## src/rtl/core/clcd_pkg.sv

```systemverilog
// ----------------------------------------------------------------------------
// clcd_pkg
// Shared codes, command constants and control structs for the character LCD
// nibble command sequencer.
// ----------------------------------------------------------------------------
`default_nettype none

package clcd_pkg;

  // request operation codes
  localparam logic [1:0] OP_WRITE_CHAR = 2'd0;
  localparam logic [1:0] OP_CLEAR      = 2'd1;
  localparam logic [1:0] OP_SET_CURSOR = 2'd2;
  localparam logic [1:0] OP_INIT       = 2'd3;

  // configuration register indexes
  localparam int unsigned CFG_IDX_W    = 2;
  localparam logic [CFG_IDX_W-1:0] CFG_POWER_ON_WAIT = 2'd0;
  localparam logic [CFG_IDX_W-1:0] CFG_PULSE_WAIT    = 2'd1;

  // configuration reset values
  localparam logic [7:0] POWER_ON_WAIT_RST = 8'd16;
  localparam logic [3:0] PULSE_WAIT_RST    = 4'd1;

  // display instructions
  localparam logic [7:0] CMD_CLEAR     = 8'h01;
  localparam logic [7:0] CMD_SET_DDRAM = 8'h80;

  // cursor limits
  localparam logic [2:0] MAX_ROW    = 3'd3;
  localparam logic [4:0] MAX_COLUMN = 5'd19;

  // init sequence
  localparam logic [2:0] INIT_LAST_IDX    = 3'd6;
  localparam logic [7:0] EXTRA_WAIT_FIRST  = 8'd5;
  localparam logic [7:0] EXTRA_WAIT_SECOND = 8'd1;

  // nibble phases of one byte
  localparam logic [1:0] PH_HI_STROBE = 2'd0;
  localparam logic [1:0] PH_HI_LATCH  = 2'd1;
  localparam logic [1:0] PH_LO_STROBE = 2'd2;
  localparam logic [1:0] PH_LO_LATCH  = 2'd3;

  // sequencer to nibble shifter
  typedef struct packed {
    logic       load;
    logic       advance;
    logic [7:0] cmd_byte;
  } shift_ctl_t;

  // nibble shifter to sequencer
  typedef struct packed {
    logic [3:0] nibble;
    logic       enable;
    logic       final_state;
  } shift_sts_t;

  // init command bytes in issue order
  function automatic logic [7:0] init_cmd(input logic [2:0] idx);
    logic [7:0] cmd;
    case (idx)
      3'd0:    cmd = 8'h03;
      3'd1:    cmd = 8'h03;
      3'd2:    cmd = 8'h02;
      3'd3:    cmd = 8'h28;
      3'd4:    cmd = 8'h01;
      3'd5:    cmd = 8'h0C;
      default: cmd = 8'h06;
    endcase
    return cmd;
  endfunction

  // display address of column zero of each row
  function automatic logic [7:0] row_base(input logic [1:0] row);
    logic [7:0] base;
    case (row)
      2'd0:    base = 8'h00;
      2'd1:    base = 8'h40;
      2'd2:    base = 8'h14;
      default: base = 8'h54;
    endcase
    return base;
  endfunction

endpackage

`default_nettype wire

```

## src/rtl/core/char_lcd_nibble_command_sequencer.sv

```systemverilog
// ----------------------------------------------------------------------------
// char_lcd_nibble_command_sequencer
// Turns display requests into timed pin states for a 4-bit character LCD bus.
// ----------------------------------------------------------------------------
// Each accepted request yields a run of pin states, one per output transfer,
// the final one flagged by out_last. A write, clear or in-range set-cursor
// gives four states; initialize gives 29; a set-cursor outside rows 0-3 or
// columns 0-19 gives none. The nibble shifter steps one pin state per clock
// while the output register is empty or out_ready is high, and the next
// request is taken once the final state has entered the output register.
// Configuration writes are taken at any time but belong between runs.
`default_nettype none

module char_lcd_nibble_command_sequencer
  import clcd_pkg::*;
(
  input  wire logic                 clk,
  input  wire logic                 rst_n,
  input  wire logic                 in_valid,
  output      logic                 in_ready,
  input  wire logic [1:0]           in_op,
  input  wire logic [7:0]           in_char_code,
  input  wire logic [2:0]           in_row,
  input  wire logic [4:0]           in_column,
  output      logic                 out_valid,
  input  wire logic                 out_ready,
  output      logic                 out_reg_select,
  output      logic                 out_enable,
  output      logic [3:0]           out_data_nibble,
  output      logic [7:0]           out_wait_ms,
  output      logic                 out_last,
  input  wire logic                 cfg_valid,
  output      logic                 cfg_ready,
  input  wire logic [CFG_IDX_W-1:0] cfg_index,
  input  wire logic [7:0]           cfg_data
);

  logic [7:0] pow_r;
  logic [3:0] pw_r;
  logic       out_valid_r, out_valid_nxt;
  logic       rs_r, en_r, last_r;
  logic [3:0] nib_r;
  logic [7:0] wait_r;
  logic       step;
  logic       emit;
  logic       e_rs, e_en, e_last;
  logic [3:0] e_nib;
  logic [7:0] e_wait;

  // configuration registers
  assign cfg_ready = 1'b1;

  always_ff @(posedge clk) begin
    if (!rst_n) begin
      pow_r <= POWER_ON_WAIT_RST;
      pw_r  <= PULSE_WAIT_RST;
    end else if (cfg_valid && cfg_ready) begin
      if (cfg_index == CFG_POWER_ON_WAIT) begin
        pow_r <= cfg_data;
      end else if (cfg_index == CFG_PULSE_WAIT) begin
        pw_r <= cfg_data[3:0];
      end
    end
  end

  // sequencer
  assign step = ~out_valid_r | out_ready;

  clcd_seq u_seq (
    .clk              (clk),
    .rst_n            (rst_n),
    .req_valid        (in_valid),
    .req_ready        (in_ready),
    .op               (in_op),
    .char_code        (in_char_code),
    .row              (in_row),
    .column           (in_column),
    .power_on_wait_ms (pow_r),
    .pulse_wait_ms    (pw_r),
    .step             (step),
    .emit             (emit),
    .emit_reg_select  (e_rs),
    .emit_enable      (e_en),
    .emit_data_nibble (e_nib),
    .emit_wait_ms     (e_wait),
    .emit_last        (e_last)
  );

  // output register
  always_comb begin
    out_valid_nxt = out_valid_r;
    if (emit) begin
      out_valid_nxt = 1'b1;
    end else if (out_ready) begin
      out_valid_nxt = 1'b0;
    end
  end

  always_ff @(posedge clk) begin
    if (!rst_n) begin
      out_valid_r <= 1'b0;
    end else begin
      out_valid_r <= out_valid_nxt;
    end
    if (emit) begin
      rs_r   <= e_rs;
      en_r   <= e_en;
      nib_r  <= e_nib;
      wait_r <= e_wait;
      last_r <= e_last;
    end
  end

  assign out_valid       = out_valid_r;
  assign out_reg_select  = rs_r;
  assign out_enable      = en_r;
  assign out_data_nibble = nib_r;
  assign out_wait_ms     = wait_r;
  assign out_last        = last_r;

  // a run always closes on an enable-low latch state
  a_last_enable_low : assert property (@(posedge clk) disable iff (!rst_n)
    out_valid |-> !(out_enable && out_last))
    else $error("run closed on an enable-high state");

  // a character write keeps the request side closed while it runs
  a_write_busy : assert property (@(posedge clk) disable iff (!rst_n)
    (in_valid && in_ready && (in_op == OP_WRITE_CHAR)) |=> !in_ready)
    else $error("request taken during a character write");

  // a stalled pin state holds until its transfer
  a_out_hold : assert property (@(posedge clk) disable iff (!rst_n)
    (out_valid && !out_ready) |=> (out_valid &&
      $stable({out_reg_select, out_enable, out_data_nibble, out_wait_ms, out_last})))
    else $error("pin state changed while stalled");

endmodule

`default_nettype wire

```

## src/rtl/core/clcd_nib_shift.sv

```systemverilog
// ----------------------------------------------------------------------------
// clcd_nib_shift
// Byte shift register that sends one command byte as four pin states, one
// nibble digit at a time with an enable strobe and latch phase per nibble.
// ----------------------------------------------------------------------------
`default_nettype none

module clcd_nib_shift
  import clcd_pkg::*;
(
  input  wire logic       clk,
  input  wire logic       rst_n,
  input  wire shift_ctl_t ctl,
  output      shift_sts_t sts
);

  logic [7:0] byte_r;
  logic [7:0] byte_nxt;
  logic [1:0] phase_r;
  logic [1:0] phase_nxt;

  // load a new byte or step through the nibble phases
  always_comb begin
    byte_nxt  = byte_r;
    phase_nxt = phase_r;
    if (ctl.load) begin
      byte_nxt  = ctl.cmd_byte;
      phase_nxt = PH_HI_STROBE;
    end else if (ctl.advance) begin
      phase_nxt = phase_r + 2'd1;
      if (phase_r == PH_HI_LATCH) begin
        byte_nxt = {byte_r[3:0], 4'b0000};
      end
    end
  end

  // phase is control state, the byte is payload
  always_ff @(posedge clk) begin
    if (!rst_n) begin
      phase_r <= PH_HI_STROBE;
    end else begin
      phase_r <= phase_nxt;
    end
    byte_r <= byte_nxt;
  end

  // current pin state
  assign sts.nibble      = byte_r[7:4];
  assign sts.enable      = ~phase_r[0];
  assign sts.final_state = (phase_r == PH_LO_LATCH);

endmodule

`default_nettype wire

```

## src/rtl/core/clcd_seq.sv

```systemverilog
// ----------------------------------------------------------------------------
// clcd_seq
// Request sequencer: picks the command byte for each request, runs the init
// command list and produces one pin state per step.
// ----------------------------------------------------------------------------
`default_nettype none

module clcd_seq
  import clcd_pkg::*;
(
  input  wire logic       clk,
  input  wire logic       rst_n,
  input  wire logic       req_valid,
  output      logic       req_ready,
  input  wire logic [1:0] op,
  input  wire logic [7:0] char_code,
  input  wire logic [2:0] row,
  input  wire logic [4:0] column,
  input  wire logic [7:0] power_on_wait_ms,
  input  wire logic [3:0] pulse_wait_ms,
  input  wire logic       step,
  output      logic       emit,
  output      logic       emit_reg_select,
  output      logic       emit_enable,
  output      logic [3:0] emit_data_nibble,
  output      logic [7:0] emit_wait_ms,
  output      logic       emit_last
);

  logic       busy_r, busy_nxt;
  logic       init_r, init_nxt;
  logic       pon_r, pon_nxt;
  logic       rs_r, rs_nxt;
  logic [2:0] idx_r, idx_nxt;
  logic       accept;
  logic       cursor_ok;
  logic [7:0] cursor_cmd;
  logic [7:0] extra;
  shift_ctl_t sh_ctl;
  shift_sts_t sh_sts;

  clcd_nib_shift u_shift (
    .clk   (clk),
    .rst_n (rst_n),
    .ctl   (sh_ctl),
    .sts   (sh_sts)
  );

  assign req_ready  = ~busy_r;
  assign accept     = req_valid & req_ready;
  assign emit       = busy_r & step;
  assign cursor_ok  = (row <= MAX_ROW) && (column <= MAX_COLUMN);
  assign cursor_cmd = CMD_SET_DDRAM | (row_base(row[1:0]) + {3'b000, column});

  // extra hold on the closing state of the first two init commands
  always_comb begin
    extra = 8'd0;
    if (init_r && sh_sts.final_state) begin
      if (idx_r == 3'd0) begin
        extra = EXTRA_WAIT_FIRST;
      end else if (idx_r == 3'd1) begin
        extra = EXTRA_WAIT_SECOND;
      end
    end
  end

  // pin state presented for this step
  always_comb begin
    if (pon_r) begin
      emit_reg_select  = 1'b0;
      emit_enable      = 1'b0;
      emit_data_nibble = 4'h0;
      emit_wait_ms     = power_on_wait_ms;
      emit_last        = 1'b0;
    end else begin
      emit_reg_select  = rs_r;
      emit_enable      = sh_sts.enable;
      emit_data_nibble = sh_sts.nibble;
      emit_wait_ms     = {4'h0, pulse_wait_ms} + extra;
      emit_last        = sh_sts.final_state & (~init_r | (idx_r == INIT_LAST_IDX));
    end
  end

  // request decode and run control
  always_comb begin
    busy_nxt        = busy_r;
    init_nxt        = init_r;
    pon_nxt         = pon_r;
    rs_nxt          = rs_r;
    idx_nxt         = idx_r;
    sh_ctl.load     = 1'b0;
    sh_ctl.advance  = 1'b0;
    sh_ctl.cmd_byte = char_code;
    if (accept) begin
      init_nxt    = 1'b0;
      pon_nxt     = 1'b0;
      rs_nxt      = 1'b0;
      idx_nxt     = 3'd0;
      sh_ctl.load = 1'b1;
      case (op)
        OP_WRITE_CHAR: begin
          busy_nxt        = 1'b1;
          rs_nxt          = 1'b1;
          sh_ctl.cmd_byte = char_code;
        end
        OP_CLEAR: begin
          busy_nxt        = 1'b1;
          sh_ctl.cmd_byte = CMD_CLEAR;
        end
        OP_SET_CURSOR: begin
          busy_nxt        = cursor_ok;
          sh_ctl.cmd_byte = cursor_cmd;
        end
        default: begin
          busy_nxt        = 1'b1;
          init_nxt        = 1'b1;
          pon_nxt         = 1'b1;
          sh_ctl.cmd_byte = init_cmd(3'd0);
        end
      endcase
    end else if (emit) begin
      if (pon_r) begin
        pon_nxt = 1'b0;
      end else if (sh_sts.final_state && init_r && (idx_r != INIT_LAST_IDX)) begin
        idx_nxt         = idx_r + 3'd1;
        sh_ctl.load     = 1'b1;
        sh_ctl.cmd_byte = init_cmd(idx_r + 3'd1);
      end else begin
        sh_ctl.advance = 1'b1;
        if (sh_sts.final_state) begin
          busy_nxt = 1'b0;
        end
      end
    end
  end

  always_ff @(posedge clk) begin
    if (!rst_n) begin
      busy_r <= 1'b0;
      init_r <= 1'b0;
      pon_r  <= 1'b0;
      rs_r   <= 1'b0;
      idx_r  <= 3'd0;
    end else begin
      busy_r <= busy_nxt;
      init_r <= init_nxt;
      pon_r  <= pon_nxt;
      rs_r   <= rs_nxt;
      idx_r  <= idx_nxt;
    end
  end

endmodule

`default_nettype wire
```

## config.mk

```make
export PLATFORM = sky130hd
export DESIGN_NAME = char_lcd_nibble_command_sequencer
export DESIGN_NICKNAME = d
export VERILOG_FILES = /design/src/rtl/core/clcd_pkg.sv /design/src/rtl/core/char_lcd_nibble_command_sequencer.sv /design/src/rtl/core/clcd_nib_shift.sv /design/src/rtl/core/clcd_seq.sv
export SDC_FILE = /design/constraint.sdc
export NUM_CORES = 1
export LEC_CHECK = 0
export BUFFER_PORTS_ARGS = -buffer_cell sky130_fd_sc_hd__buf_2
export CORE_ASPECT_RATIO = 2
export CORE_MARGIN = 4
export CORE_UTILIZATION = 45
export DETAILED_ROUTE_END_ITERATION = 6
export PLACE_DENSITY_LB_ADDON = 0.12
export SLEW_MARGIN = 20
export SYNTH_ARGS = -nofsm -noshare
export SYNTH_HDL_FRONTEND = slang
export SYNTH_SLANG_ARGS = --single-unit
export TNS_END_PERCENT = 20
```

## constraint.sdc

```tcl
create_clock -name clk -period 4 [get_ports clk]
set_input_delay 0.6 -clock clk [delete_from_list [all_inputs] [get_ports clk]]
set_output_delay 0.6 -clock clk [all_outputs]
set_load 0.02 [all_outputs]
```

==> key figures <==
Synthesis
  – Ys Warns: 0
  – Ys async rst share: 0
  – Largest family of logic cells by synthesized area: simple AND/OR/NAND/NOR gates
  – Post-synth EDFFs: 23
  – Syn_nets: 251
  – Synth Register Bits: 45
  – Syn_area_per_cell: 10.92 µm²
  – Cell Area, Synth: 2228 µm²
  – Distinct cells, synth: 38
  – Post-Syn Instances: 204
  – Synth area leaders: edfxtp_1 31%, dfxtp_1 20%, ha_1 7.9%
  – Cell taking the most area after synthesis: edfxtp_1
  – Adder-Cell Fraction of Synth Area: 0.07861
  – Mux share of post-synthesis cell area: 0.08647
  – Synth Area in XOR/XNOR: 0.01965
  – Post-synthesis sequential area ratio: 0.5076
  – Synth Area in Compound Gates: 0.1067
  – Primary FF master, synth: edfxtp_1
  – Synth Area in Simple Gates: 0.1668
  – Synth top area share: 0.3099

CTS
  – Clock slew at reported path FFs: 0.09 ns
  – CTS Buf Count: 5
  – Clock root buffer: clkbuf_8
  – Number of buffers inserted by hold repair at cts: 0
  – TritonCTS Sinks: 45
  – CTS Buffer Depth: 2
  – H-Tree Depth: 2
  – Worst skew pair latency: 0.29 ns
  – # Post-CTS Setup Buffers: 0
  – Resized Gates After CTS: 0
  – CTS tree: yes

Final layout
  – Post-Route Utilization: 0.5485
  – Share of layout cells above drive strength 1: 0.2490
  – Antenna Cells: 0
  – Post-route cell area: 2644 µm²
  – Area Growth Syn to Fin: 18.64%
  – Final #Nets: 299

Min path
  – HP Start: pow_r[4]$_SDFFE_PN1P_
  – Type of the tightest min-delay check: register to register

Route
  – First DRT Iteration DRCs: 19
  – First drt pass iteration count: 3
  – Vias: 1583
  – DRC: 0
  – Antenna Violating Nets Remaining: 0
  – Vias/cell: 5.106
  – WL/cell: 13.98 µm
  – Final WL: 4.335 mm

Critical path
  – Worst path most repeated cell: ha_1
  – Crit start category: register
  – CP max FO: 5
  – FF-to-FF End: out_wait_ms[3]$_DFFE_PP_
  – CP Class: register to register
  – Worst R2R Path Depth: 7
  – Crit path max-delay cell type: dfxtp_1
  – Crit-path max cell delay: 0.41 ns
  – Crit path DAT: 2.17 ns
  – R2R setup slack: 1.85 ns
  – CP startpoint: u_seq.u_shift.phase_r[0]$_SDFFE_PP0P_
  – Worst setup path endpoint: out_wait_ms[3]$_DFFE_PP_
  – Crit-path cells: ha_1 > nand2_2 > nor3b_1 > ha_1 > a31oi_1 > xor2_1 > o21ai_0
  – WP data required: 4.03 ns
  – Reg2Reg Launch Point: u_seq.u_shift.phase_r[0]$_SDFFE_PP0P_
  – CP endpoint kind: register

Place
  – Placed inst area: 2506 µm²
  – RePlAce Congestion: 0.8141
  – DP HPWL: 3.415 mm
  – Port Buffers: 49

Power and ir drop
  – Pwr Total: 1049 µW
  – Leakage dissipation: 0.001079 µW
  – Peak VDD IR: 0.0001991 V
  – Power per cell area: 396.7 nW/µm²

GRT
  – Total grt overflow: 0
  – Global-route wire length before repair: 7.169 mm
  – Vias in the first global route: 1579
  – Total track usage: 0.1510
  – Largest net degree at the start of global routing: 21
  – Antenna violations before repair: 0

STA
  – Hold Slack: 0.4848 ns
  – Minimum clock period: 2.147 ns
  – Fmax: 0.4658 GHz
  – Final Max Slew Viols: 0
  – Least-Margin Pin Slew: 0.7360 ns
  – Fin. Hold Viols: 0
  – RSZ-0062 raised after global routing: no
  – Final setup TNS: 0 ns
  – Worst Skew: 0.002990 ns
  – Max-slew headroom: 0.5060
  – Tcrit/Tclk final: 0.5367
  – Setup-failing EPs final: 0

Floorplanning
  – Total Die Area: 6210 µm²
  – Die H: 107.5 µm
  – Die width: 57.76 µm
  – Initial Util: 0.4624
  – # IOs: 51
  – Core region area: 4820 µm²
  – Row count: 36

Outcome
  – Status: finished clean

Flow run
  – Max_cap viols: 0
[synthesized netlist by cell type, types with 2 or more instances]
cell and n:
inv_1 7, ha_1 14, a21boi_0 2, mux2i_1 17, a31oi_1 4, clkbuf_1 3, o22ai_1 4, o21ai_0 12
a311o_1 2, dfxtp_1 22, nand2_2 2, nand3_1 5, buf_2 4, nor2b_1 17, buf_4 2, mux2_2 2
xnor2_1 4, nor3b_1 3, or3_1 2, a21oi_1 9, nand2_1 13, edfxtp_1 23, nand2b_1 5, nor2_1 7
and2_1 5, nor3_1 2
[flip-flops by register name, indices dropped and copies added, names as in the netlist]
signal                 count
u_seq.idx_r                3
u_seq.u_shift.byte_r       8
u_seq.busy_r               1
u_seq.u_shift.phase_r      2
out_enable                 1
out_data_nibble            4
pow_r                      8
pw_r                       4
u_seq.init_r               1
out_reg_select             1
out_last                   1
out_wait_ms                8
u_seq.rs_r                 1
u_seq.pon_r                1
out_valid                  1
[worst min-delay path by stage]
stage,to,depth (start not counted),slack [ns]
6_report,pow_r[4]$_SDFFE_PN1P_,2,0.48
5_1_grt,pow_r[4]$_SDFFE_PN1P_,2,0.50
4_1_cts,pow_r[4]$_SDFFE_PN1P_,2,0.49
3_5_place_dp,pow_r[4]$_SDFFE_PN1P_,2,0.47
3_3_place_gp,pow_r[4]$_SDFFE_PN1P_,2,0.47
2_1_floorplan,pow_r[4]$_SDFFE_PN1P_,2,0.44
[final cells by class]
| class | count | area, µm² |
|---|---|---|
| multi-input cells | 143 | 1025 |
| clock inverters | 3 | 68.82 |
| clock buffers | 5 | 68.82 |
| fillers | 455 | 2176 |
| flip-flops and latches | 45 | 1131 |
| repair buffers | 50 | 252.7 |
| inverters | 7 | 26.28 |
| well taps | 57 | 71.32 |
[layer usage]
metal,vias to the layer above,GRT usage,share of wire
met5,-,0,0
met1,713,0.1581,0.38
met2,42,0.2832,0.55
li1,823,-,-
met3,5,0.02161,0.052
met4,0,0.06965,0.017
[report_power, final]
part           total, µW  leakage (µW)  switching, µW  internal (µW)
clock                409     0.0000687            158            251
combinational        113      0.000615           66.1           47.4
sequential           526      0.000395           11.0            515
total               1050       0.00108            235            814
[cell families (layout without fill, tap and decap cells)]
group | count (synthesis) | after routing
compound gates | 39 | 39
xor+xnor | 5 | 5
fa+ha+maj | 14 | 14
buf+inv | 16 | 65
flops | 45 | 45
mux | 19 | 19
other cells | 1 | 1
simple gates | 65 | 65
[cell usage in the layout, fill, tap and decap left out, drive strengths merged, types with 3 or more instances in the layout]
cell and n:
nand2 15, a21oi 9, o21ai 12, nor2b 17, xnor2 4, mux2i 17
nor2 7, nand2b 5, a31oi 4, o22ai 4, clkbuf 5, ha 14
nand3 5, edfxtp 23, inv 8, dfxtp 22, buf 50, nor3b 3
and2 5
[critical path, delay by kind of cell, from the launching register on]
kind                       cells  cell delay, ns
adders and majority gates      2            0.60
DFF                            1            0.41
and+or+nand+nor                2            0.39
AOI/OAI and AO/OA              2            0.31
xor gates and xnor gates       1            0.15
[stage by stage]
stage	setup slack [ns]	cells
6_report	1.853	310
5_1_grt	1.652	310
4_1_cts	1.653	310
3_5_place_dp	1.611	302
3_3_place_gp	1.644	302
2_1_floorplan	2.035	204
(Power assumes the default switching activity.)
